### src/hdl/esc_pkg.sv
// Shared types, constants and arithmetic helpers of the sensor compensation core.
// No dependencies; every other file imports this package.
package esc_pkg;

  localparam int NumRegs = 6;
  localparam int AddrW   = 6;

  localparam logic [2:0] RegTempCal  = 3'd0;
  localparam logic [2:0] RegPressA   = 3'd1;
  localparam logic [2:0] RegPressB   = 3'd2;
  localparam logic [2:0] RegPressC   = 3'd3;
  localparam logic [2:0] RegHumA     = 3'd4;
  localparam logic [2:0] RegHumB     = 3'd5;

  localparam logic [31:0] HumMax = 32'd419430400;

  typedef struct packed {
    logic        [15:0] t1;
    logic signed [15:0] t2;
    logic signed [15:0] t3;
    logic        [15:0] p1;
    logic signed [15:0] p2;
    logic signed [15:0] p3;
    logic signed [15:0] p4;
    logic signed [15:0] p5;
    logic signed [15:0] p6;
    logic signed [15:0] p7;
    logic signed [15:0] p8;
    logic signed [15:0] p9;
    logic        [7:0]  h1;
    logic signed [15:0] h2;
    logic        [7:0]  h3;
    logic signed [11:0] h4;
    logic signed [11:0] h5;
    logic signed [7:0]  h6;
  } cal_t;

  typedef struct packed {
    logic signed [31:0] tc;
    logic signed [31:0] tf;
    logic        [16:0] hum;
    logic               inval;
    logic               neg;
  } side_t;

  typedef struct packed {
    logic               valid;
    logic        [63:0] num;
    logic        [63:0] den;
    logic signed [31:0] tc;
    logic signed [31:0] tf;
    logic        [16:0] hum;
  } front_t;

  typedef struct packed {
    logic signed [31:0] tc;
    logic signed [31:0] tf;
    logic        [16:0] hum;
    logic        [31:0] press;
    logic               inval;
  } out_t;

  typedef struct packed {
    logic signed [49:0] lo;
    logic        [31:0] hi;
  } pp_t;

  // partial products of a 64-bit word times a 17-bit signed word, modulo 2^64
  function automatic pp_t pp_mul(logic [63:0] a, logic signed [16:0] b);
    pp_t        p;
    logic [31:0] bx;
    bx   = {{15{b[16]}}, b};
    p.lo = $signed({1'b0, a[31:0]}) * b;
    p.hi = a[63:32] * bx;
    return p;
  endfunction

  function automatic logic [63:0] pp_sum(pp_t p);
    return {{14{p.lo[49]}}, p.lo} + {p.hi, 32'd0};
  endfunction

endpackage

### src/hdl/esc_cfg.sv
// APB calibration register file of the compensation core.
// Depends on esc_pkg for register codes and the calibration struct.
module esc_cfg import esc_pkg::*; (
  input  logic              clk,
  input  logic              rst,
  input  logic              psel,
  input  logic              penable,
  input  logic              pwrite,
  input  logic [AddrW-1:0]  paddr,
  input  logic [63:0]       pwdata,
  output logic [63:0]       prdata,
  output cal_t              cal
);

  logic [47:0] temp_cal, press_a, press_b, press_c;
  logic [31:0] hum_a, hum_b;
  logic [2:0]  idx;

  assign idx = paddr[5:3];

  always_ff @(posedge clk) begin
    if (rst) begin
      temp_cal <= '0;
      press_a  <= '0;
      press_b  <= '0;
      press_c  <= '0;
      hum_a    <= '0;
      hum_b    <= '0;
    end else if (psel && penable && pwrite) begin
      case (idx)
        RegTempCal: temp_cal <= pwdata[47:0];
        RegPressA:  press_a  <= pwdata[47:0];
        RegPressB:  press_b  <= pwdata[47:0];
        RegPressC:  press_c  <= pwdata[47:0];
        RegHumA:    hum_a    <= pwdata[31:0];
        RegHumB:    hum_b    <= pwdata[31:0];
        default: ;
      endcase
    end
  end

  always_comb begin
    case (idx)
      RegTempCal: prdata = {16'd0, temp_cal};
      RegPressA:  prdata = {16'd0, press_a};
      RegPressB:  prdata = {16'd0, press_b};
      RegPressC:  prdata = {16'd0, press_c};
      RegHumA:    prdata = {32'd0, hum_a};
      RegHumB:    prdata = {32'd0, hum_b};
      default:    prdata = '0;
    endcase
  end

  always_comb begin
    cal.t1 = temp_cal[15:0];
    cal.t2 = temp_cal[31:16];
    cal.t3 = temp_cal[47:32];
    cal.p1 = press_a[15:0];
    cal.p2 = press_a[31:16];
    cal.p3 = press_a[47:32];
    cal.p4 = press_b[15:0];
    cal.p5 = press_b[31:16];
    cal.p6 = press_b[47:32];
    cal.p7 = press_c[15:0];
    cal.p8 = press_c[31:16];
    cal.p9 = press_c[47:32];
    cal.h1 = hum_a[7:0];
    cal.h2 = hum_a[23:8];
    cal.h3 = hum_a[31:24];
    cal.h4 = hum_b[11:0];
    cal.h5 = hum_b[23:12];
    cal.h6 = hum_b[31:24];
  end

endmodule

### config.mk
export PLATFORM = sky130hd
export DESIGN_NAME = esc_cfg
export DESIGN_NICKNAME = d
export VERILOG_FILES = /design/src/hdl/esc_pkg.sv /design/src/hdl/esc_cfg.sv
export SDC_FILE = /design/constraint.sdc
export NUM_CORES = 1
export LEC_CHECK = 0
export ABC_AREA = 1
export BUFFER_PORTS_ARGS = -buffer_cell sky130_fd_sc_hd__buf_4
export CORE_UTILIZATION = 55
export CTS_CLUSTER_DIAMETER = 80
export DETAILED_ROUTE_END_ITERATION = 7
export PLACE_DENSITY = 0.92
export SLEW_MARGIN = 10
export SYNTH_ARGS = -nofsm -noshare
export SYNTH_HDL_FRONTEND = slang
export SYNTH_SLANG_ARGS = --single-unit
### constraint.sdc
create_clock -name clk -period 4.4 [get_ports clk]
set_input_delay 0.88 -clock clk [delete_from_list [all_inputs] [get_ports clk]]
set_output_delay 0.88 -clock clk [all_outputs]
set_load 0.1 [all_outputs]
==> run metrics, run 1 <==
CTS tree=done; Worst Setup End Kind=output port; Psw=about 1.6 mW; min Tclk post-route=around 3800 ps; YS warnings=0; post-synth cell types=16; mapped cell area=around 12000 sq um; post-cts hold buffer count=0; placed inst area=15100 sq um; Tcrit/Tclk final=86.8%; vias per cell=5.55; worst vdd ir=258 uV; pre-CTS setup slack=between 600 and 700 ps; worst path required time=~3500 ps; top-area cell type share of the netlist area=around two fifths; Fin Setup TNS=0 ps; Power Dens Cells=roughly 340 nW/um^2; die height=about 150 um; GRT Util Overall=35.0%; endpoints failing setup=0; asr flop ratio synth=0%; TritonRoute pass-1 iters=8; post-CTS setup buffer count=0; Gate power share=~14%; flops & latches, synth=~260; max cap viols=0; Setup Skew=0 ps; Reg2Reg Depth=2; layout cells sized above 1=between 10% and 20%; number of CTS-inserted buffers=27; fmax=around 0.26 GHz; Relative slew margins=36.8%; final hold violation count=0; chip width=153 um; final instance area=~16000 sq um; # rows=54; number of clock sinks=around 260; top post-synthesis cells by area=dfxtp_1 (41%), nor2_1 (18%), nand2_1 (16%), nand3_1 (9.8%), inv_1 (3.4%); global placement routability congestion=just over 0.9; cell taking the most area after synthesis=dfxtp_1; Initial Util=56.6%; flop-to-flop setup slack=3660 ps; type of the worst setup path=input pin to output port; Worst Max-Slew Pin Slew=between 900 and 1000 ps; number of synthesized flops with an enable pin=0; H-tree depth=1; leakage power=a little under 8 nW; outcome=complete, but fails checks; clock network fraction of design power=41.6%; initial drt markers=~1300; Top FF cell, synth=dfxtp_1; clock buffer depth=3; count of input and output buffers=between 300 and 400; CTS resizes=0; first-pass GRT wire length=around 67000 um; power share of the sequential group=44.1%; sequential area share after synthesis=approximately two fifths; Syn-to-layout area delta=28.1%; layout net count=around 2400; Critical Path Source Type=input pin; Reg clk slew, reported paths=around 60 ps; Post-Synthesis Mean Instance Area=about 6.2 sq um; failing checks=design-rule violations; GR Overflow Total=0; pins over their slew limit=0; number of diodes=0; Data arrival, critical path=2940 ps; final WL=around 43000 um; worst-path maximum fanout=26; internal power=between 3 and 4 mW; Mapped Cells=2008; Avg WL per Cell=about 17 um; via count=~14000; vias in the first global route=between 10000 and 15000; worst-skew pair later-pin latency=around 530 ps; Net Sw Frac=around 29%; initial antenna violation count=0; worst hold-check path type=register to register; cell with the most instances after synthesis=nor2_1; post-route ant nets=0; hold depth=2; DPL Wire Length=27000 um; DRC Markers=23; PnR worst setup slack=between 500 and 600 ps; area of the core=~22000 sq um; root buffer cell=clkbuf_16; pin count of the biggest net entering global routing=around 110; RSZ-0062 raised after global routing=false; full die area=~23000 sq um; synth cell count leaders=nor2_1 (587), nand2_1 (528), dfxtp_1 (256), nand3_1 (244), inv_1 (113); io pins=approximately 400
[layout by cell type, fill, tap and decap left out]
| master | count |
|---|---|
| nand2_1 | 528 |
| nand3_1 | 244 |
| clkbuf_8 | 7 |
| nor2_1 | 583 |
| nand4_1 | 64 |
| clkinv_2 | 4 |
| dfxtp_1 | 256 |
| inv_2 | 3 |
| clkbuf_16 | 27 |
| buf_4 | 379 |
| conb_1 | 16 |
| inv_1 | 112 |
| clkbuf_1 | 8 |
| clkinvlp_4 | 1 |
| inv_6 | 2 |
| nand3_2 | 1 |
| a21oi_1 | 39 |
| inv_4 | 1 |
| buf_12 | 8 |
| nor2_4 | 11 |
| bufinv_16 | 1 |
[final timing paths]
check / start / endpoint
hold reg to reg: press_a[46]$_SDFFE_PP0P_ / press_a[46]$_SDFFE_PP0P_
setup / recovery: paddr[4] / prdata[18]
hold / removal: press_a[46]$_SDFFE_PP0P_ / press_a[46]$_SDFFE_PP0P_
setup reg to reg: press_c[39]$_SDFFE_PP0P_ / press_c[39]$_SDFFE_PP0P_
[final cells by class]
class / count / area [sq um]
Sequential cell: 256 / 5120
Tap cell: 280 / 350
Clock buffer: 42 / 802
Fill cell: 1714 / 6050
Clock inverter: 7 / 66.3
Inverter: 117 / 447
Multi-Input combinational cell: 1486 / 6180
Timing Repair Buffer: 387 / 3010
[flip-flops by register name (all words and copies together) (netlist names)]
| signal | cells |
|---|---|
| hum_b | 32 |
| temp_cal | 48 |
| hum_a | 32 |
| press_b | 48 |
| press_a | 48 |
| press_c | 48 |
[cell families (layout without fill, tap and decap cells)]
group           Yosys count  after routing  share of synthesized area (%)
other cells               1             16                         0.0301
compound gates           39             39                           1.57
flops                   256            256                           41.1
simple gates           1431           1431                           47.0
buf+inv                 281            553                           10.3
[worst max-delay path, cell delays in order]
cell,delay [ps]
buf_4,280
nand2_1,140
nor2_4,580
buf_4,440
nand2_1,80
nand2_1,80
inv_1,50
nand2_1,70
buf_4,290
[per-stage QoR]
| stage | power, mW | instances | utilization, % | hold WS [ps] |
|---|---|---|---|---|
| 5_1_grt | 5.53 | 2575 | 72.5 | 516 |
| 3_3_place_gp | 3.17 | 2526 | 68.6 | 486 |
| 4_1_cts | 5.38 | 2575 | 72.5 | 501 |
| 2_1_floorplan | 3.00 | 2023 | - | 927 |
| 6_report | 5.39 | 2575 | 72.5 | 501 |
| 3_5_place_dp | 3.18 | 2526 | 68.6 | 493 |
[power groups by stage]
stage / clock network, mW / logic [mW] / registers, mW
finish: 2.24 / 0.768 / 2.37
global route: 2.35 / 0.806 / 2.38
CTS: 2.25 / 0.758 / 2.37
detailed placement: 0 / 0.756 / 2.42
global placement: 0 / 0.745 / 2.42
floorplan: 0 / 0.370 / 2.63
[routing by layer]
metal	wire, um	global-route usage (%)
met1	15800	41.5
met2	19800	58.0
met3	4370	7.20
met4	2530	21.8
met5	0	0
Power figures use the tool's default switching activity.
==> inputs of run 2 (changes only) <==
--- a/config.mk
+++ b/config.mk
@@ -10,7 +10,8 @@
 export CORE_UTILIZATION = 55
 export CTS_CLUSTER_DIAMETER = 80
 export DETAILED_ROUTE_END_ITERATION = 7
-export PLACE_DENSITY = 0.92
+export PLACE_DENSITY = 0.85
+export SKIP_CTS_REPAIR_TIMING = 1
 export SLEW_MARGIN = 10
 export SYNTH_ARGS = -nofsm -noshare
 export SYNTH_HDL_FRONTEND = slang
==> run metrics, run 2 (same netlist as run 1, synthesis figures left out) <==
Initial Util=a little under three fifths; DRC Markers=26; final WL=42500 um; layout net count=approximately 2400; pins over their slew limit=0; worst reg2reg path endpoint=press_b[30]$_SDFFE_PP0P_; layout cells sized above 1=between 15 and 20%; worst path required time=3520 ps; endpoints failing setup=0; type of the worst setup path=input pin to output port; worst-skew pair later-pin latency=around 520 ps; Worst Setup End Kind=output port; worst-path maximum fanout=29; Final Hold Slack=a little under 500 ps; placed inst area=between 15000 and 20000 sq um; die height=153 um; io pins=a little under 400; Reg2Reg Depth=2; Fin Setup TNS=0 ps; TritonRoute pass-1 iters=8; clock network fraction of design power=42.7%; DPL Wire Length=around 27000 um; # rows=54; hold depth=2; worst hold-check path type=register to register; final hold violation count=0; Setup Skew=0 ps; Avg WL per Cell=around 16 um; most common cell after layout, fill and taps aside=nor2_1; Psw=about 1.6 mW; Critical Path Source Type=input pin; most frequent cells in the layout=nor2_1 (583), nand2_1 (528), buf_4 (375); number of CTS-inserted buffers=27; Relative slew margins=32.7%; max cap viols=0; pre-CTS setup slack=548 ps; flop-to-flop setup slack=~3700 ps; number of diodes=0; H-tree depth=1; Tcrit/Tclk final=between 80% and 90%; leakage power=7.80 nW; min Tclk post-route=between 3000 and 4000 ps; min-delay src=press_c[41]$_SDFFE_PP0P_; global placement routability congestion=0.864; Data arrival, critical path=~3000 ps; count of input and output buffers=359; root buffer cell=clkbuf_16; initial antenna violation count=0; area of the core=about 22000 sq um; Hold Path End=press_c[41]$_SDFFE_PP0P_; Final Power=around 5.5 mW; Power Dens Cells=341 nW/um^2; vias per cell=5.39; clock buffer depth=3; first-pass GRT wire length=~67000 um; vias in the first global route=about 13000; Syn-to-layout area delta=29.0%; CTS tree=done; power share of the sequential group=around 43%; post-route ant nets=0; Gate power share=14.1%; Worst Max-Slew Pin Slew=around 1000 ps; chip width=roughly 150 um; outcome=complete, but fails checks; via count=roughly 14000; failing checks=design-rule violations; pin count of the biggest net entering global routing=roughly 110; PnR worst setup slack=473 ps; final instance area=16100 sq um; GR Overflow Total=0; worst vdd ir=roughly 250 uV; RSZ-0062 raised after global routing=false; number of clock sinks=approximately 260; Net Sw Frac=slightly below 30%; initial drt markers=between 1000 and 1500; Reg clk slew, reported paths=~60 ps; full die area=around 23000 sq um; R2R Path Start=press_b[30]$_SDFFE_PP0P_; internal power=about 3.9 mW; fmax=~0.25 GHz; GRT Util Overall=about a third
-- run 2: routing by layer --
metal | vias up | global-route usage, % | wire [um]
met5 | - | 0 | 0
met4 | 0 | 17.9 | 1850
met3 | 119 | 7.11 | 4250
met2 | 746 | 59.4 | 20100
met1 | 6274 | 42.4 | 16300
li1 | 6740 | - | -
-- run 2: final cells by class --
| type | instances | area, sq um |
|---|---|---|
| fillers | 1814 | 5940 |
| clock buffers | 36 | 790 |
| clock inverters | 14 | 135 |
| repair buffers | 387 | 3060 |
| well taps | 280 | 350 |
| inverters | 117 | 447 |
| multi-input cells | 1486 | 6180 |
| flip-flops and latches | 256 | 5120 |
-- run 2: worst max path at each step --
stage / start / end / slack, ps
floorplan: paddr[3] / prdata[0] / 1060
global placement: paddr[5] / prdata[6] / 570
detailed placement: paddr[5] / prdata[6] / 550
CTS: paddr[5] / prdata[6] / 520
global route: paddr[5] / prdata[6] / 390
finish: paddr[5] / prdata[6] / 470
-- run 2: power groups by stage --
stage / Clock, mW / Combinational [mW] / Sequential (mW)
2_1_floorplan: 0 / 0.370 / 2.63
3_3_place_gp: 0 / 0.753 / 2.42
3_5_place_dp: 0 / 0.762 / 2.42
4_1_cts: 2.35 / 0.764 / 2.37
5_1_grt: 2.45 / 0.811 / 2.38
6_report: 2.35 / 0.772 / 2.37
-- run 2: per-stage QoR --
step,std cells,util (%)
CTS,2576,73.0
floorplan,2023,-
global route,2576,73.0
finish,2576,73.0
detailed placement,2526,68.8
global placement,2526,68.8
-- run 2: critical path, cell delays in order --
cell and delay, ps:
buf_4 240, inv_2 310, nand2_1 140, nor2_4 470
buf_4 380, nand2_1 80, nand2_1 80, inv_1 40
nand2_1 90, buf_4 300
==> inputs of run 3 (changes only) <==
--- a/config.mk
+++ b/config.mk
@@ -7,10 +7,10 @@
 export LEC_CHECK = 0
 export ABC_AREA = 1
 export BUFFER_PORTS_ARGS = -buffer_cell sky130_fd_sc_hd__buf_4
-export CORE_UTILIZATION = 55
+export CORE_UTILIZATION = 52
 export CTS_CLUSTER_DIAMETER = 80
 export DETAILED_ROUTE_END_ITERATION = 7
-export PLACE_DENSITY = 0.85
+export PLACE_DENSITY = 0.81
 export SKIP_CTS_REPAIR_TIMING = 1
 export SLEW_MARGIN = 10
 export SYNTH_ARGS = -nofsm -noshare
==> constraint.sdc (replaced) <==
create_clock -name clk -period 4.3 [get_ports clk]
set_input_delay 0.86 -clock clk [delete_from_list [all_inputs] [get_ports clk]]
set_output_delay 0.86 -clock clk [all_outputs]
set_load 0.1 [all_outputs]
==> run metrics, run 3 (same netlist as run 1, synthesis figures left out) <==
most frequent cells in the layout=nor2_1 (583), nand2_1 (528), buf_4 (382); Power Dens Cells=~350 nW/um^2; chip width=between 150 and 200 um; leakage power=about 7.8 nW; FF/Latch Area=5120 sq um; outcome=finished clean; Reg clk slew, reported paths=about 60 ps; pre-CTS setup slack=approximately 900 ps; pins over their slew limit=0; R2R Path Start=hum_b[14]$_SDFFE_PP0P_; endpoints failing setup=0; layout cells sized above 1=between 15 and 20%; initial drt markers=just under 1000; flop-to-flop setup slack=3650 ps; Initial Util=a little over half; final WL=~42000 um; vias per cell=approximately 5.3; crit path from=paddr[5]; number of diodes=0; worst vdd ir=approximately 310 uV; final instance area=about 16000 sq um; TritonRoute pass-1 iters=6; PnR worst setup slack=about 860 ps; Fin Setup TNS=0 ps; Worst Setup End Kind=output port; DRC Markers=0; Worst Max-Slew Pin Slew=about 1000 ps; hold depth=2; Final Power=~5.6 mW; initial antenna violation count=0; Data arrival, critical path=between 2000 and 3000 ps; clock buffer depth=3; DPL Wire Length=around 26000 um; Critical Path Source Type=input pin; Tcrit/Tclk final=about 80%; number of clock sinks=256; RSZ-0062 raised after global routing=false; Syn-to-layout area delta=28.8%; final hold violation count=0; max cap viols=0; fmax=just under 0.3 GHz; type of the worst setup path=input pin to output port; H-tree depth=1; CTS tree=done; full die area=between 20000 and 25000 sq um; global placement routability congestion=0.860; area of the core=23500 sq um; Setup Skew=0 ps; worst hold-check path type=register to register; Core Util, Final=roughly two thirds; via count=around 14000; Relative slew margins=around a third; worst path required time=around 3400 ps; first-pass GRT wire length=about 66000 um; Fillers=around 2000; # rows=56; Reg2Reg Depth=2; io pins=just under 400; GR Overflow Total=0; multi-input logic area=~6200 sq um; most common cell after layout, fill and taps aside=nor2_1; placed inst area=approximately 15000 sq um; worst-skew pair later-pin latency=530 ps; worst-path maximum fanout=28; Hold Path End=press_c[31]$_SDFFE_PP0P_; min Tclk post-route=between 3000 and 4000 ps; pin count of the biggest net entering global routing=between 100 and 150; GRT Util Overall=~34%; die height=157 um; Avg WL per Cell=16.1 um; worst reg2reg path endpoint=hum_b[14]$_SDFFE_PP0P_; vias in the first global route=approximately 12000; layout net count=2352; root buffer cell=clkbuf_16; count of input and output buffers=about 360; number of CTS-inserted buffers=28; min-delay src=press_c[31]$_SDFFE_PP0P_; post-route ant nets=0
-- run 3: cell types whose count changed in the layout (fill, tap and decap cells not counted), moves of 2 or more --
cell	change
buf_4	+7
clkbuf_1	+5
clkinv_2	-4
clkinvlp_4	-3
buf_12	-6
clkbuf_16	+2
-- run 3: cell type report --
type / instances / area share [%]
well taps: 319 / 2.48
clock buffers: 44 / 5.43
inverters: 117 / 2.78
clock inverters: 5 / 0.335
repair buffers: 388 / 18.6
flip-flops and latches: 256 / 31.9
multi-input cells: 1486 / 38.5
-- run 3: metal layers --
layer,GRT usage (%),vias up,part of all wire [%]
met4,14.3,0,3.9
li1,-,6738,-
met1,40.7,6223,39
met3,7.20,119,9.4
met2,57.5,678,47
met5,0,-,0
-- run 3: worst max-delay path, cell delays in order --
cell,delay (ps)
buf_4,220
inv_2,120
nand3_2,390
buf_12,360
nor2_1,120
a21oi_1,70
nand2_1,120
buf_4,290
-- run 3: power by group --
group	internal (mW)	switching [mW]	total (mW)
combinational	0.156	0.626	0.783
sequential	2.40	0.0262	2.43
clock	1.44	0.961	2.40
-- run 3: metrics by stage --
step | hold slack (ps) | cells
global route | 519 | 2615
floorplan | 927 | 2023
global placement | 487 | 2566
finish | 501 | 2615
CTS | 501 | 2615
detailed placement | 493 | 2566
-- run 3: worst max-delay path by stage --
stage / cells past startpoint / end / slack [ps]
finish: 8 / prdata[0] / 860
detailed placement: 10 / prdata[22] / 900
floorplan: 8 / prdata[0] / 1000
global placement: 8 / prdata[38] / 930
CTS: 8 / prdata[0] / 860
global route: 10 / prdata[24] / 750
