[src/hdl/esc_pkg.sv]
// Shared types, constants and arithmetic helpers of the sensor compensation core.
// No dependencies; every other file imports this package.
package esc_pkg;

  localparam int NumRegs = 6;
  localparam int AddrW   = 6;

  localparam logic [2:0] RegTempCal  = 3'd0;
  localparam logic [2:0] RegPressA   = 3'd1;
  localparam logic [2:0] RegPressB   = 3'd2;
  localparam logic [2:0] RegPressC   = 3'd3;
  localparam logic [2:0] RegHumA     = 3'd4;
  localparam logic [2:0] RegHumB     = 3'd5;

  localparam logic [31:0] HumMax = 32'd419430400;

  typedef struct packed {
    logic        [15:0] t1;
    logic signed [15:0] t2;
    logic signed [15:0] t3;
    logic        [15:0] p1;
    logic signed [15:0] p2;
    logic signed [15:0] p3;
    logic signed [15:0] p4;
    logic signed [15:0] p5;
    logic signed [15:0] p6;
    logic signed [15:0] p7;
    logic signed [15:0] p8;
    logic signed [15:0] p9;
    logic        [7:0]  h1;
    logic signed [15:0] h2;
    logic        [7:0]  h3;
    logic signed [11:0] h4;
    logic signed [11:0] h5;
    logic signed [7:0]  h6;
  } cal_t;

  typedef struct packed {
    logic signed [31:0] tc;
    logic signed [31:0] tf;
    logic        [16:0] hum;
    logic               inval;
    logic               neg;
  } side_t;

  typedef struct packed {
    logic               valid;
    logic        [63:0] num;
    logic        [63:0] den;
    logic signed [31:0] tc;
    logic signed [31:0] tf;
    logic        [16:0] hum;
  } front_t;

  typedef struct packed {
    logic signed [31:0] tc;
    logic signed [31:0] tf;
    logic        [16:0] hum;
    logic        [31:0] press;
    logic               inval;
  } out_t;

  typedef struct packed {
    logic signed [49:0] lo;
    logic        [31:0] hi;
  } pp_t;

  // partial products of a 64-bit word times a 17-bit signed word, modulo 2^64
  function automatic pp_t pp_mul(logic [63:0] a, logic signed [16:0] b);
    pp_t        p;
    logic [31:0] bx;
    bx   = {{15{b[16]}}, b};
    p.lo = $signed({1'b0, a[31:0]}) * b;
    p.hi = a[63:32] * bx;
    return p;
  endfunction

  function automatic logic [63:0] pp_sum(pp_t p);
    return {{14{p.lo[49]}}, p.lo} + {p.hi, 32'd0};
  endfunction

endpackage

[src/hdl/esc_obuf.sv]
// Two-entry output buffer that parts the pipeline from the result channel.
// Depends on esc_pkg for the result struct.
module esc_obuf import esc_pkg::*; (
  input  logic clk,
  input  logic rst,
  input  logic push,
  input  out_t din,
  output logic full,
  output logic out_valid,
  input  logic out_ready,
  output out_t dout
);

  logic [1:0] cnt, cnt_next, cnt_left;
  logic       pop;
  out_t       e0, e1;

  assign pop       = (cnt != 2'd0) && out_ready;
  assign cnt_left  = cnt - {1'b0, pop};
  assign cnt_next  = cnt_left + {1'b0, push};
  assign full      = (cnt == 2'd2);
  assign out_valid = (cnt != 2'd0);
  assign dout      = e0;

  always_ff @(posedge clk) begin
    if (rst) begin
      cnt <= '0;
    end else begin
      cnt <= cnt_next;
    end
  end

  always_ff @(posedge clk) begin
    if (push && (cnt_left == 2'd0)) begin
      e0 <= din;
    end else if (pop) begin
      e0 <= e1;
    end
    if (push && (cnt_left != 2'd0)) begin
      e1 <= din;
    end
  end

endmodule

[config.mk]
export PLATFORM = sky130hd
export DESIGN_NAME = esc_obuf
export DESIGN_NICKNAME = d
export VERILOG_FILES = /design/src/hdl/esc_pkg.sv /design/src/hdl/esc_obuf.sv
export SDC_FILE = /design/constraint.sdc
export NUM_CORES = 1
export LEC_CHECK = 0
export BUFFER_PORTS_ARGS = -buffer_cell sky130_fd_sc_hd__buf_2
export CAP_MARGIN = 5
export CORE_MARGIN = 5
export CORE_UTILIZATION = 52
export DETAILED_ROUTE_END_ITERATION = 10
export GPL_ROUTABILITY_DRIVEN = 0
export GPL_TIMING_DRIVEN = 0
export PLACE_DENSITY = 0.86
export SYNTH_ARGS = -nofsm -noshare
export SYNTH_HDL_FRONTEND = slang
export SYNTH_SLANG_ARGS = --single-unit
[constraint.sdc]
create_clock -name clk -period 14.3 [get_ports clk]
set_input_delay 0.715 -clock clk [delete_from_list [all_inputs] [get_ports clk]]
set_output_delay 0.715 -clock clk [all_outputs]
set_load 0.01 [all_outputs]
==> results of run 1 <==
-- cells in the final DEF, fill, tap and decap left out, types with 3 or more instances in the layout --
master | synthesis | routed
sky130_fd_sc_hd__clkbuf_1 | 0 | 5
sky130_fd_sc_hd__clkinv_1 | 0 | 7
sky130_fd_sc_hd__buf_6 | 6 | 6
sky130_fd_sc_hd__buf_16 | 0 | 4
sky130_fd_sc_hd__mux2_1 | 9 | 9
sky130_fd_sc_hd__buf_2 | 6 | 239
sky130_fd_sc_hd__edfxtp_1 | 228 | 228
sky130_fd_sc_hd__inv_1 | 3 | 3
sky130_fd_sc_hd__clkbuf_16 | 0 | 23
sky130_fd_sc_hd__clkinv_2 | 0 | 4
sky130_fd_sc_hd__mux2_2 | 65 | 65
sky130_fd_sc_hd__mux2_4 | 40 | 40
-- worst max path at each step --
stage | start | end | slack [ns] | cells after the start
after global routing | cnt[1] | dout[0] | 11.33 | 7
final | cnt[1] | dout[14] | 11.52 | 7
after CTS | cnt[1] | dout[90] | 11.44 | 7
after floorplan | out_ready | e1[0] | 4.13 | 3
after global placement | out_ready | e1[88] | 0.43 | 4
after detailed placement | out_ready | dout[96] | 11.04 | 8
-- where the power goes --
group	internal [uW]	leakage [uW]	total, uW	switching [uW]
Combinational	373	0.00178	824	451
Clock	312	0.000330	544	232
Sequential	1110	0.00218	1170	62.0
Total	1790	0.00429	2540	746
-- metal layers --
metal  vias up  part of all wire  global-route usage
met2       181              0.50              0.3016
met3        30             0.083             0.05793
met4         0             0.024             0.04524
met5         -                 0                   0
li1       2018                 -                   -
met1      2103              0.40              0.2204
-- cell type report --
cell class,count,area [sq um]
Timing Repair Buffer,239,1316
Clock buffer,28,594.3
Buffer,12,97.59
Clock inverter,13,83.83
Antenna cell,1,2.502
Fill cell,1053,5179
Tap cell,216,270.3
Sequential cell,230,6887
Inverter,3,11.26
Multi-Input combinational cell,125,1559
-- flip-flops by register name, indices dropped and copies added, names as in the netlist --
register,flops
cnt,2
e1,114
dout,114
-- stage by stage --
stage	cell area [sq um]	total power (uW)	util
after global routing	10820	2665	0.6763
after global placement	9972	2030	0.6232
final	10820	2540	0.6763
after floorplan	8536	1742	-
after CTS	10820	2577	0.6762
after detailed placement	10140	2024	0.6338
-- worst max-delay path, cell delays in order, from the launching register on --
cell                       delay [ns]
sky130_fd_sc_hd__dfxtp_1         0.33
sky130_fd_sc_hd__o21a_1          0.21
sky130_fd_sc_hd__ha_1            0.40
sky130_fd_sc_hd__nand3b_4        0.18
sky130_fd_sc_hd__buf_6           0.20
sky130_fd_sc_hd__buf_6           0.16
sky130_fd_sc_hd__nand2b_4        0.56
sky130_fd_sc_hd__buf_16          0.37
-- cells by family (layout without fill, tap and decap cells) --
family | count (synthesis) | count (layout) | share of synthesized area
buffers and inverters | 15 | 295 | 0.01275
and+or+nand+nor | 6 | 6 | 0.005131
AOI/OAI and AO/OA | 2 | 2 | 0.001760
muxes | 114 | 114 | 0.1680
adders and majority gates | 2 | 2 | 0.002931
other | 0 | 1 | 0
xor gates and xnor gates | 1 | 1 | 0.002638
DFF | 230 | 230 | 0.8068
==> summary by stage, run 1 <==
Status
The run finished with clean final reports.

Min path
In this run the worst hold path is classified as in -> reg. The worst hold path depth is 2. The end of the worst hold path is cnt[1]. The worst hold path startpoint is rst.

Layout
The share of post-route cells with drive strength above 1 is 0.5969. From synthesis to final layout, the design area changed by 26.78%. The net count of the finished layout is 754. Excluding fillers, the count of instances in the completed layout stands at ~870.

Timing
In the post-route analysis, the smallest setup slack over all paths is roughly 12 ns. Setup violations remaining at the end of the flow were counted as 0. The top achievable clock speed is ~0.36 GHz. Setup repair after global routing left no endpoint under its margin. The worst slew margin relative to its limit is 0.4806.

Hold timing on the final database bottoms out at a slack of roughly 0.40 ns. The shortest clock period the worst path allows after layout is roughly 2.8 ns. Across the routed clock network, the largest skew measured is between 0.006 and 0.007 ns. The final count of hold timing violations was 0. At the pin with the least slew margin, the transition time is between 0.7 and 0.8 ns. The number of max-slew violations in the final report is 0. Setup total negative slack on the finished layout was measured at 0 ns. The final clock period utilization by the worst path is 0.1946.

Clocking
The buffer count from post-CTS setup fixing is 0. The insertion delay of the later-clocked pin in the worst-skew pair is 0.49 ns. TritonCTS created 23 clock buffers. The number of gates resized after CTS was 0. The buffer levels on the longest clock path is 3. The CTS tree is yes.

The clock net in this run drives a total of 230 sinks. The number of H-tree levels is 1. The root buffer cell chosen for the clock tree is sky130_fd_sc_hd__clkbuf_16.

After clock tree synthesis, the flow added hold-fix buffers numbering 0. The clock input transition at the sequential cells of the worst setup and hold paths is 0.06 ns.

Placement
The number of placed instances, taps included, is around 830. The total half-perimeter wirelength after legalization and detailed placement is between 10000 and 15000 um. Input and output buffers added on the ports amount to between 200 and 250. The setup slack after placement is 11.04 ns.

Global routing
The via count of the first global-routing pass is approximately 4700. The global-route usage over all layers is 0.1770. Entering global routing, the biggest net connects 63 pins. Summed over all layers, the global routing overflow is 0.

The global-route wire length before repair is about 27000 um. The number of antenna violations at the first check in global routing is 1.

Floorplan
From bottom edge to top edge, the die measures ~140 um. The floorplan core area is approximately 16000 sq um. The full die area is about 19000 sq um. The floorplan die width is around 140 um. The number of I/O pins is roughly 230. The effective utilization at floorplan is 0.5335. The row count is 46.

Drt
For this block, the routed nets add up to ~17000 um of wire. For this run, design rule violations remaining after detail routing come to 0. The first routing iteration left 188 violations.

The pre-antenna-repair detailed-routing pass consisted of 4 iterations. After detailed routing, the average wire length per cell comes to between 15 and 20 um. The count of nets left with antenna violations once routing finished came out at 0. Dividing the detail-routed via count by the number of cells gives approximately 5. Across all layers, the routed design uses between 4000 and 5000 vias.

Logic synthesis
The number of nets handed over by synthesis was 490. In this run, synthesis inferred approximately 230 flip-flops with an integrated enable. The proportion of synthesized flip-flops having asynchronous set or reset is 0. The area share of the leading cell type in the synthesized netlist is 0.8021. The share of the Yosys chip area taken by registers is 0.8068. In the synthesized netlist, the cells that appear most often are sky130_fd_sc_hd__edfxtp_1, sky130_fd_sc_hd__mux2_2, sky130_fd_sc_hd__mux2_4, sky130_fd_sc_hd__mux2_1. In this run, distinct cell masters in the synthesized netlist total 17. In the post-synthesis netlist, the cell with the most instances is sky130_fd_sc_hd__edfxtp_1. Yosys printed 0 warnings. The post-synth design cell area is 8536 sq um. After technology mapping, the gate count stands at 370. After synthesis, the mean cell area works out to 23.07 sq um. In the post-synthesis netlist, the biggest area contributors are sky130_fd_sc_hd__edfxtp_1, sky130_fd_sc_hd__mux2_2, sky130_fd_sc_hd__mux2_4.

sky130_fd_sc_hd__edfxtp_1 takes more of the synthesized area than any other cell. In the synthesized netlist the dominant register cell turns out to be sky130_fd_sc_hd__edfxtp_1. The number of synthesized register bits is 230.

Critical path
The end of the worst register-to-register path is dout[14]. The worst setup slack for register-to-register paths is ~12 ns. The class of the most critical setup path is reg -> reg.

The startpoint kind of the worst setup timing path is a flip-flop. The required arrival time at the worst endpoint is 14.46 ns. The highest net fanout along the worst path is 62. For the worst flop-to-flop path, the logic depth is 7. STA classifies the critical path endpoint as a flip-flop. The critical path data arrival time is roughly 2.9 ns. The launch instance of the worst register-to-register path is cnt[1].

Power and ir drop
The power per unit of standard cell area is around 230 nW/um^2. VDD sags by at most roughly 0.13 mV. For this design the static power due to leakage is 0.004290 uW.

Run
The tool flagged a number of max-cap violations equal to 0.
No activity file was read; power rests on OpenSTA's default activity.
==> inputs of run 2 (changes only) <==
- clock period: 14.3 -> 2.6 ns (I/O delays scaled with it)
==> summary by stage, run 2 (synthesized netlist as in run 1, its figures left out) <==
Timing
The final count of hold timing violations is 0. Clock skew on the completed layout was measured at 0.01093 ns. Derived from the worst setup path, the maximum achievable clock frequency is around 0.4 GHz.

The worst path needs about 2.5 ns of the cycle, external delays included. Setup repair after global routing left no endpoint under its margin. The number of max-slew violations in the final report was 0.

In this run the tightest slew margin relative to its limit is 0.3973. Of the available clock period, the critical path in the final layout requires 0.9428. Summed over all failing endpoints, the final setup total negative slack is 0 ns.

For the pin with the worst max-slew slack, the measured transition is approximately 0.90 ns. The final-report setup violation count is 0. The tightest hold path in the finished design has a slack of around 0.077 ns.

Floorplan
The floorplan core area is roughly 16000 sq um. The initial utilization of the core area, before any placement, comes to 0.5335. The floorplan step set the die width to ~140 um. about 230 I/O pins were placed. The floorplan has 46 rows. The full die area is 19080 sq um. The height of the chip is 138.1 um.

Layout
Leaving out fill and tap cells, the most frequent cell in the layout is sky130_fd_sc_hd__buf_2. For this run, the post-layout net count is between 800 and 900. The final cell count without fillers is 984. Measured on the finished design, the core utilization comes to 0.7500. The layout overhead on the synthesized area is 40.59%. In the final layout, the share of cells above drive strength 1 is 0.5098. With fillers left out, the area of the finished cells amounts to 12000 sq um. Leaving out fill and tap cells, the most frequent cells in the layout are sky130_fd_sc_hd__buf_2, sky130_fd_sc_hd__edfxtp_1, sky130_fd_sc_hd__dlygate4sd3_1.

Clocking
Clock latency on the worst-skew pair, taken at its later pin, is about 0.5 ns. The number of buffers inserted during clock tree synthesis is 23. Clock-pin slew was measured on the worst setup and hold paths at around 0.060 ns. The number of H-tree levels is 1. The longest clock path from root to sink contains 3 buffers. TritonCTS built the clock tree.

Once the clock tree was built, the setup fixing pass inserted 0 buffers. The clock net in this run drives a total of between 200 and 250 sinks. The cell sitting at the root of the clock tree is a sky130_fd_sc_hd__clkbuf_16.

Global routing
The first global-routing pass estimated approximately 33000 um of wire. Global routing finished with a remaining overflow of 0. The via count of the first global-routing pass came to 5647.

The number of antenna violations at the first check in global routing is 1. Entering global routing, the biggest net connects 70 pins. The global-route usage over all layers is 0.2201.

Power and ir drop
The static leakage power is between 0.004 and 0.005 uW. IR analysis of the VDD net gives a maximum drop of 0.8031 mV. Dividing total power by cell area gives a power density of 1200 nW/um^2.

Drt
In the final routed layout, each cell accounts on average for ~22 um. The final layout contains routed wiring with a total length of about 21000 um. The number of remaining DRC errors is 0. The initial detailed-routing violation count is ~250. The via total after detailed routing is around 5000.

The number of antenna-violating nets in the routed design is 0. The number of search-and-repair iterations in the first detailed-routing pass is 4. In the routed layout, each cell is associated on average with a via count of between 5 and 6.

Critical path
The critical path goes through o21a_2 -> ha_4 -> nand3b_4 -> buf_6 -> buf_6 -> nand2b_4 -> clkbuf_16. For the worst flop-to-flop path, the logic depth is 7. The highest net fanout along the worst path is 34. The slowest stage of the critical path is the sky130_fd_sc_hd__dfxtp_1 cell. The critical path data arrival time is between 2 and 3 ns. Data on the critical path is required at its endpoint by 2.79 ns.

The worst setup path is launched from a flip-flop. The stage delay of the slowest cell on the critical path is about 0.34 ns. The kind of end point of the critical path is a flip-flop.

The worst setup path is of the reg -> reg kind. The cell repeated most along the worst path is sky130_fd_sc_hd__buf_6.

Min path
The worst min-delay path class is in -> reg. The worst hold path depth is 3.

Placement
During placement, the flow inserted port buffers numbering approximately 230. The total half-perimeter wirelength after legalization and detailed placement is between 10000 and 15000 um. Summing all placed instances gives a cell area of 10130 sq um. Once placement completed, the tool counted placed cells totaling just over 800.

Run
The number of violations of the max-capacitance limit is 0.

Status
The run finished with clean final reports.
[run 2: where the power goes]
part	leakage, uW	total [uW]	switching, uW	internal, uW
registers	0.00218	6500	400	6100
clock network	0.000332	3050	1330	1720
logic	0.00226	4850	2650	2200
[run 2: worst paths after layout]
| check | from | endpoint | slack [ns] |
|---|---|---|---|
| worst max-delay path | cnt[1] | dout[72] | 0.15 |
| worst min-delay path | push | cnt[0] | 0.08 |
| worst max register to register | cnt[1] | dout[72] | 0.15 |
| worst min register to register | e1[102] | dout[102] | 0.54 |
[run 2: timing repair]
| item | in CTS | in global routing |
|---|---|---|
| cloned | 1 | 1 |
| hold buffers | 115 | 0 |
| gates resized for setup | 1 | 0 |
| endpoints found under the setup margin | 69 | 69 |
| hold endpoints to repair | 230 | 0 |
[run 2: critical path, delay by kind of cell (launching register included)]
kind | cells | cell delay (ns)
compound gates | 1 | 0.25
buf+inv | 3 | 0.71
flops | 1 | 0.34
simple gates | 2 | 0.50
fa+ha+maj | 1 | 0.31
[run 2: final cells by class]
type	count	area [sq um]
inverters	3	11.26
diodes	1	2.502
fillers	896	4000
well taps	216	270.3
plain buffers	12	97.59
clock buffers	28	594.3
flip-flops and latches	230	6887
clock inverters	14	91.34
multi-input cells	126	1582
repair buffers	354	2465
[run 2: stage by stage]
| step | setup WS [ns] | power [uW] |
|---|---|---|
| 6_report | 0.1486 | 14400 |
| 5_1_grt | 0.02934 | 15060 |
| 4_1_cts | 0.02675 | 14350 |
| 3_5_place_dp | -0.1138 | 11130 |
| 3_3_place_gp | -1.421 | 10620 |
| 2_1_floorplan | -0.5688 | 9325 |
[run 2: routing by layer]
layer  wire, um  track usage  vias to the layer above
met5          0            0                        -
li1           -            -                     2240
met4        590      0.06604                        0
met3       1303      0.06069                       40
met2      11210       0.3941                      226
met1       8098       0.2602                     2449
==> inputs of run 3 (changes only) <==
- ABC_AREA: not set -> 1
- CORE_ASPECT_RATIO: not set -> 1.2
- CORE_UTILIZATION: 52 -> 53
- PLACE_DENSITY: 0.86 -> 0.87
==> summary by stage, run 3 <==
Critical path
The endpoint identified for the worst register-to-register timing path is e1[37]. The startpoint identified for the worst register-to-register timing path is cnt[1]. The worst setup path is launched from a flip-flop.

The worst setup slack for register-to-register paths is around 0.24 ns. The required arrival time at the worst endpoint is between 2 and 3 ns. By startpoint and endpoint, the worst setup path is classified as reg -> reg. The highest net fanout along the worst path is 28.

STA classifies the critical path endpoint as a flip-flop. The worst register-to-register path has a depth of 8. The critical path data arrival time is 2.54 ns.

Run
The number of violations of the max-capacitance limit is 0.

Floorplan
The initialized floorplan defines 52 standard-cell rows. The number of I/O pins is between 200 and 250. The floorplan core area is 16920 sq um. For this configuration, the core starts out at a cell density of 0.5387. The floorplan step set the die height to 153.6 um.

The floorplan die width is 129.7 um. The die covers 19930 sq um.

Layout
The final cell count without fillers is 1223. After the last flow step, the layout net total stands at 1116. Counting the fill cells in the layout gives 1008. From synthesis to final layout, the design area changed by 36.94%. In the final layout, the share of cells above drive strength 1 is 0.3986. The most common cell after layout, fill and taps aside is sky130_fd_sc_hd__buf_2. The library cells used most frequently in the layout, excluding fill and tap cells, are sky130_fd_sc_hd__buf_2, sky130_fd_sc_hd__edfxtp_1, sky130_fd_sc_hd__inv_1.

Power and ir drop
The register share of total power is 0.454. In this run the static leakage power is 0.005427 uW. Of the total power, the share spent switching nets is 0.3374. The reported net switching power is 5004 uW. The worst-case IR drop observed on VDD is around 1.3 mV. Internal power comes to ~9800 uW. The share of total power dissipated in combinational logic is 0.354. For this design the ratio of total power to cell area is between 1000 and 1500 nW/um^2. The share of total power dissipated in the clock network is 0.192.

Logic synthesis
During synthesis, Yosys emitted a total of 0 warnings. The count of flip-flops with a built-in enable after synthesis is approximately 230. The cell count after synthesis is 620.

The most repeated cell in the gate-level netlist after synthesis is sky130_fd_sc_hd__edfxtp_1. In this run the mean area of a mapped cell was between 10 and 15 sq um. The commonest cells after synthesis are sky130_fd_sc_hd__edfxtp_1, sky130_fd_sc_hd__inv_1, sky130_fd_sc_hd__nand2_1, sky130_fd_sc_hd__o21ai_2, sky130_fd_sc_hd__buf_6. Synthesis instantiated 16 different standard cells from the library. The post-synthesis net count is 740. Of all flip-flops after synthesis, the portion carrying an async set or reset was 0. The largest area contributor in the synthesized netlist is sky130_fd_sc_hd__edfxtp_1. The most used flip-flop cell after synthesis is sky130_fd_sc_hd__edfxtp_1. Ranked by total cell area, the synthesized netlist is headed by sky130_fd_sc_hd__edfxtp_1, sky130_fd_sc_hd__o21ai_2, sky130_fd_sc_hd__inv_1. The area share of the leading cell type in the synthesized netlist is 0.7513.

The register area share after synthesis is 0.7557. The number of synthesized register bits is 230. After synthesis the cells add up to between 9000 and 10000 sq um.

Timing
The smallest hold slack is about 0.11 ns. Derived from the worst setup path, the maximum achievable clock frequency is around 0.42 GHz. The worst slew margin relative to its limit is 0.6497. Setup repair after global routing left no endpoint under its margin. Across the routed clock network, the largest skew measured is between 0.01 and 0.015 ns.

The final worst setup slack is ~0.24 ns. After layout, the minimum clock period comes to approximately 2.4 ns. The final count of hold timing violations is 0. The number of max-slew violations in the final report was 0. The final clock period utilization by the worst path is 0.9082.

At the pin with the least slew margin, the transition time is between 0.5 and 0.6 ns. Setup violations remaining at the end of the flow were counted as 0.

Global routing
For this run, the total global-route usage over all layers was measured as 0.2114. The global-route wire length before repair is about 33000 um. The number of antenna violations at the first check in global routing is 0. The via count of the first global-routing pass was around 6400. The total overflow left after global routing is 0. Entering global routing, the biggest net connects 58 pins.

Placement
The number of port buffers is about 230. After detailed placement, the design holds a cell count of ~1100. The HPWL after detailed placement is about 13000 um. At the placement stage, the worst setup path has a slack of -0.03689 ns.

Clocking
The clock input transition at the sequential cells of the worst setup and hold paths is around 0.060 ns. The clock sink total is 230. The longest clock path from root to sink contains 3 buffers.

CTS placed an instance of sky130_fd_sc_hd__clkbuf_16 at the clock tree root. CTS built an H-tree with a depth of 1. The insertion delay of the later-clocked pin in the worst-skew pair is 0.49 ns. The number of clock buffers added by TritonCTS is 22. Buffers added to address setup during post-CTS repair amount to 0.

TritonCTS built the clock tree.

Drt
Wires add up to roughly 22000 um. The first detailed-routing pass ran for 4 iterations. Summing over every cut layer, the via total after detailed routing is around 6000. The highest layer touched by signal routing is met4. The met3 wire length is 1447 um. In the final routed layout, each cell accounts on average for between 15 and 20 um. The sum of met2 wire segment lengths after detailed routing is 11960 um. The initial detailed-routing violation count is roughly 350.

The number of remaining DRC errors is 0. For this block, wires on met1 add up to roughly 8000 um. In the routed layout, each cell is associated on average with a via count of 4.944.

The number of antenna-violating nets in the routed design is 0.

Status
The run finished with clean final reports.

Min path
Counting instances, the worst hold path has a depth of 4. The worst hold path terminates at cnt[0]. The worst min-delay path class is in -> reg. The worst hold path startpoint is push.
-- run 3: cell types whose count changed after synthesis, sizes merged, moves of 2 or more --
cell	delta
inv	+119
clkbuf	+4
nand3	+2
mux2	-114
nand2	+119
o21ai	+114
buf	+9
-- run 3: area by class of cell --
cell class,count,area (sq um),area share
diodes,1,2.502,0.0002005
plain buffers,24,277.8,0.02226
clock buffers,29,598.1,0.04793
clock inverters,5,20.02,0.001604
inverters,122,460.4,0.03690
multi-input cells,244,1556,0.1247
flip-flops and latches,230,6888,0.5520
well taps,216,270.3,0.02166
repair buffers,352,2405,0.1927
-- run 3: worst max-delay path: stages, from the launching register on --
cell and delay (ns):
sky130_fd_sc_hd__dfxtp_2 0.33, sky130_fd_sc_hd__inv_4 0.11, sky130_fd_sc_hd__nand2_4 0.07, sky130_fd_sc_hd__nand2_2 0.21, sky130_fd_sc_hd__inv_2 0.09, sky130_fd_sc_hd__ha_4 0.27, sky130_fd_sc_hd__a21boi_4 0.45, sky130_fd_sc_hd__buf_12 0.27
sky130_fd_sc_hd__buf_12 0.22
-- run 3: how the worst max path moves through the flow --
stage | slack, ns | start | end
CTS | 0.28 | cnt[1] | e1[37]
finish | 0.24 | cnt[1] | e1[37]
detailed placement | -0.04 | cnt[1] | dout[51]
floorplan | -0.67 | cnt[1] | e1[0]
global route | 0.16 | cnt[1] | e1[44]
global placement | -1.62 | cnt[1] | e1[37]
-- run 3: what timing repair did --
action / in CTS / in global routing
endpoints found under the setup margin: 114 / 0
endpoints found under the hold margin: 203 / 0
resized for setup: 1 / 0
hold buffers: 115 / 0
-- run 3: per-layer routing --
metal,track usage,up-vias
met2,0.3940,245
li1,-,2844
met1,0.2439,2909
met4,0.06337,0
met3,0.03851,48
met5,0,-
-- run 3: logic make-up after synthesis --
| logic type | synth area share |
|---|---|
| AOI/OAI and AO/OA | 0.1072 |
| adders and majority gates | 0.002746 |
| buffers and inverters | 0.08115 |
| DFF | 0.7557 |
| and+or+nand+nor | 0.05314 |
-- run 3: through the flow --
step                total power (uW)  instance area [sq um]    util  TNS (ns)
CTS                            14860                  12480  0.7375         0
global route                   15590                  12480  0.7375         0
floorplan                       9859                   9153       -   -117.52
finish                         14830                  12480  0.7376         0
detailed placement             11840                  10690  0.6320    -3.225
global placement               11530                  10590  0.6260   -328.28
-- run 3: power by group through the flow --
stage / clock (uW) / sequential, uW / combinational [uW]
6_report: 2850 / 6740 / 5250
3_5_place_dp: 0 / 6780 / 5060
5_1_grt: 3070 / 6860 / 5660
2_1_floorplan: 0 / 7350 / 2510
4_1_cts: 2880 / 6720 / 5260
3_3_place_gp: 0 / 6850 / 4680
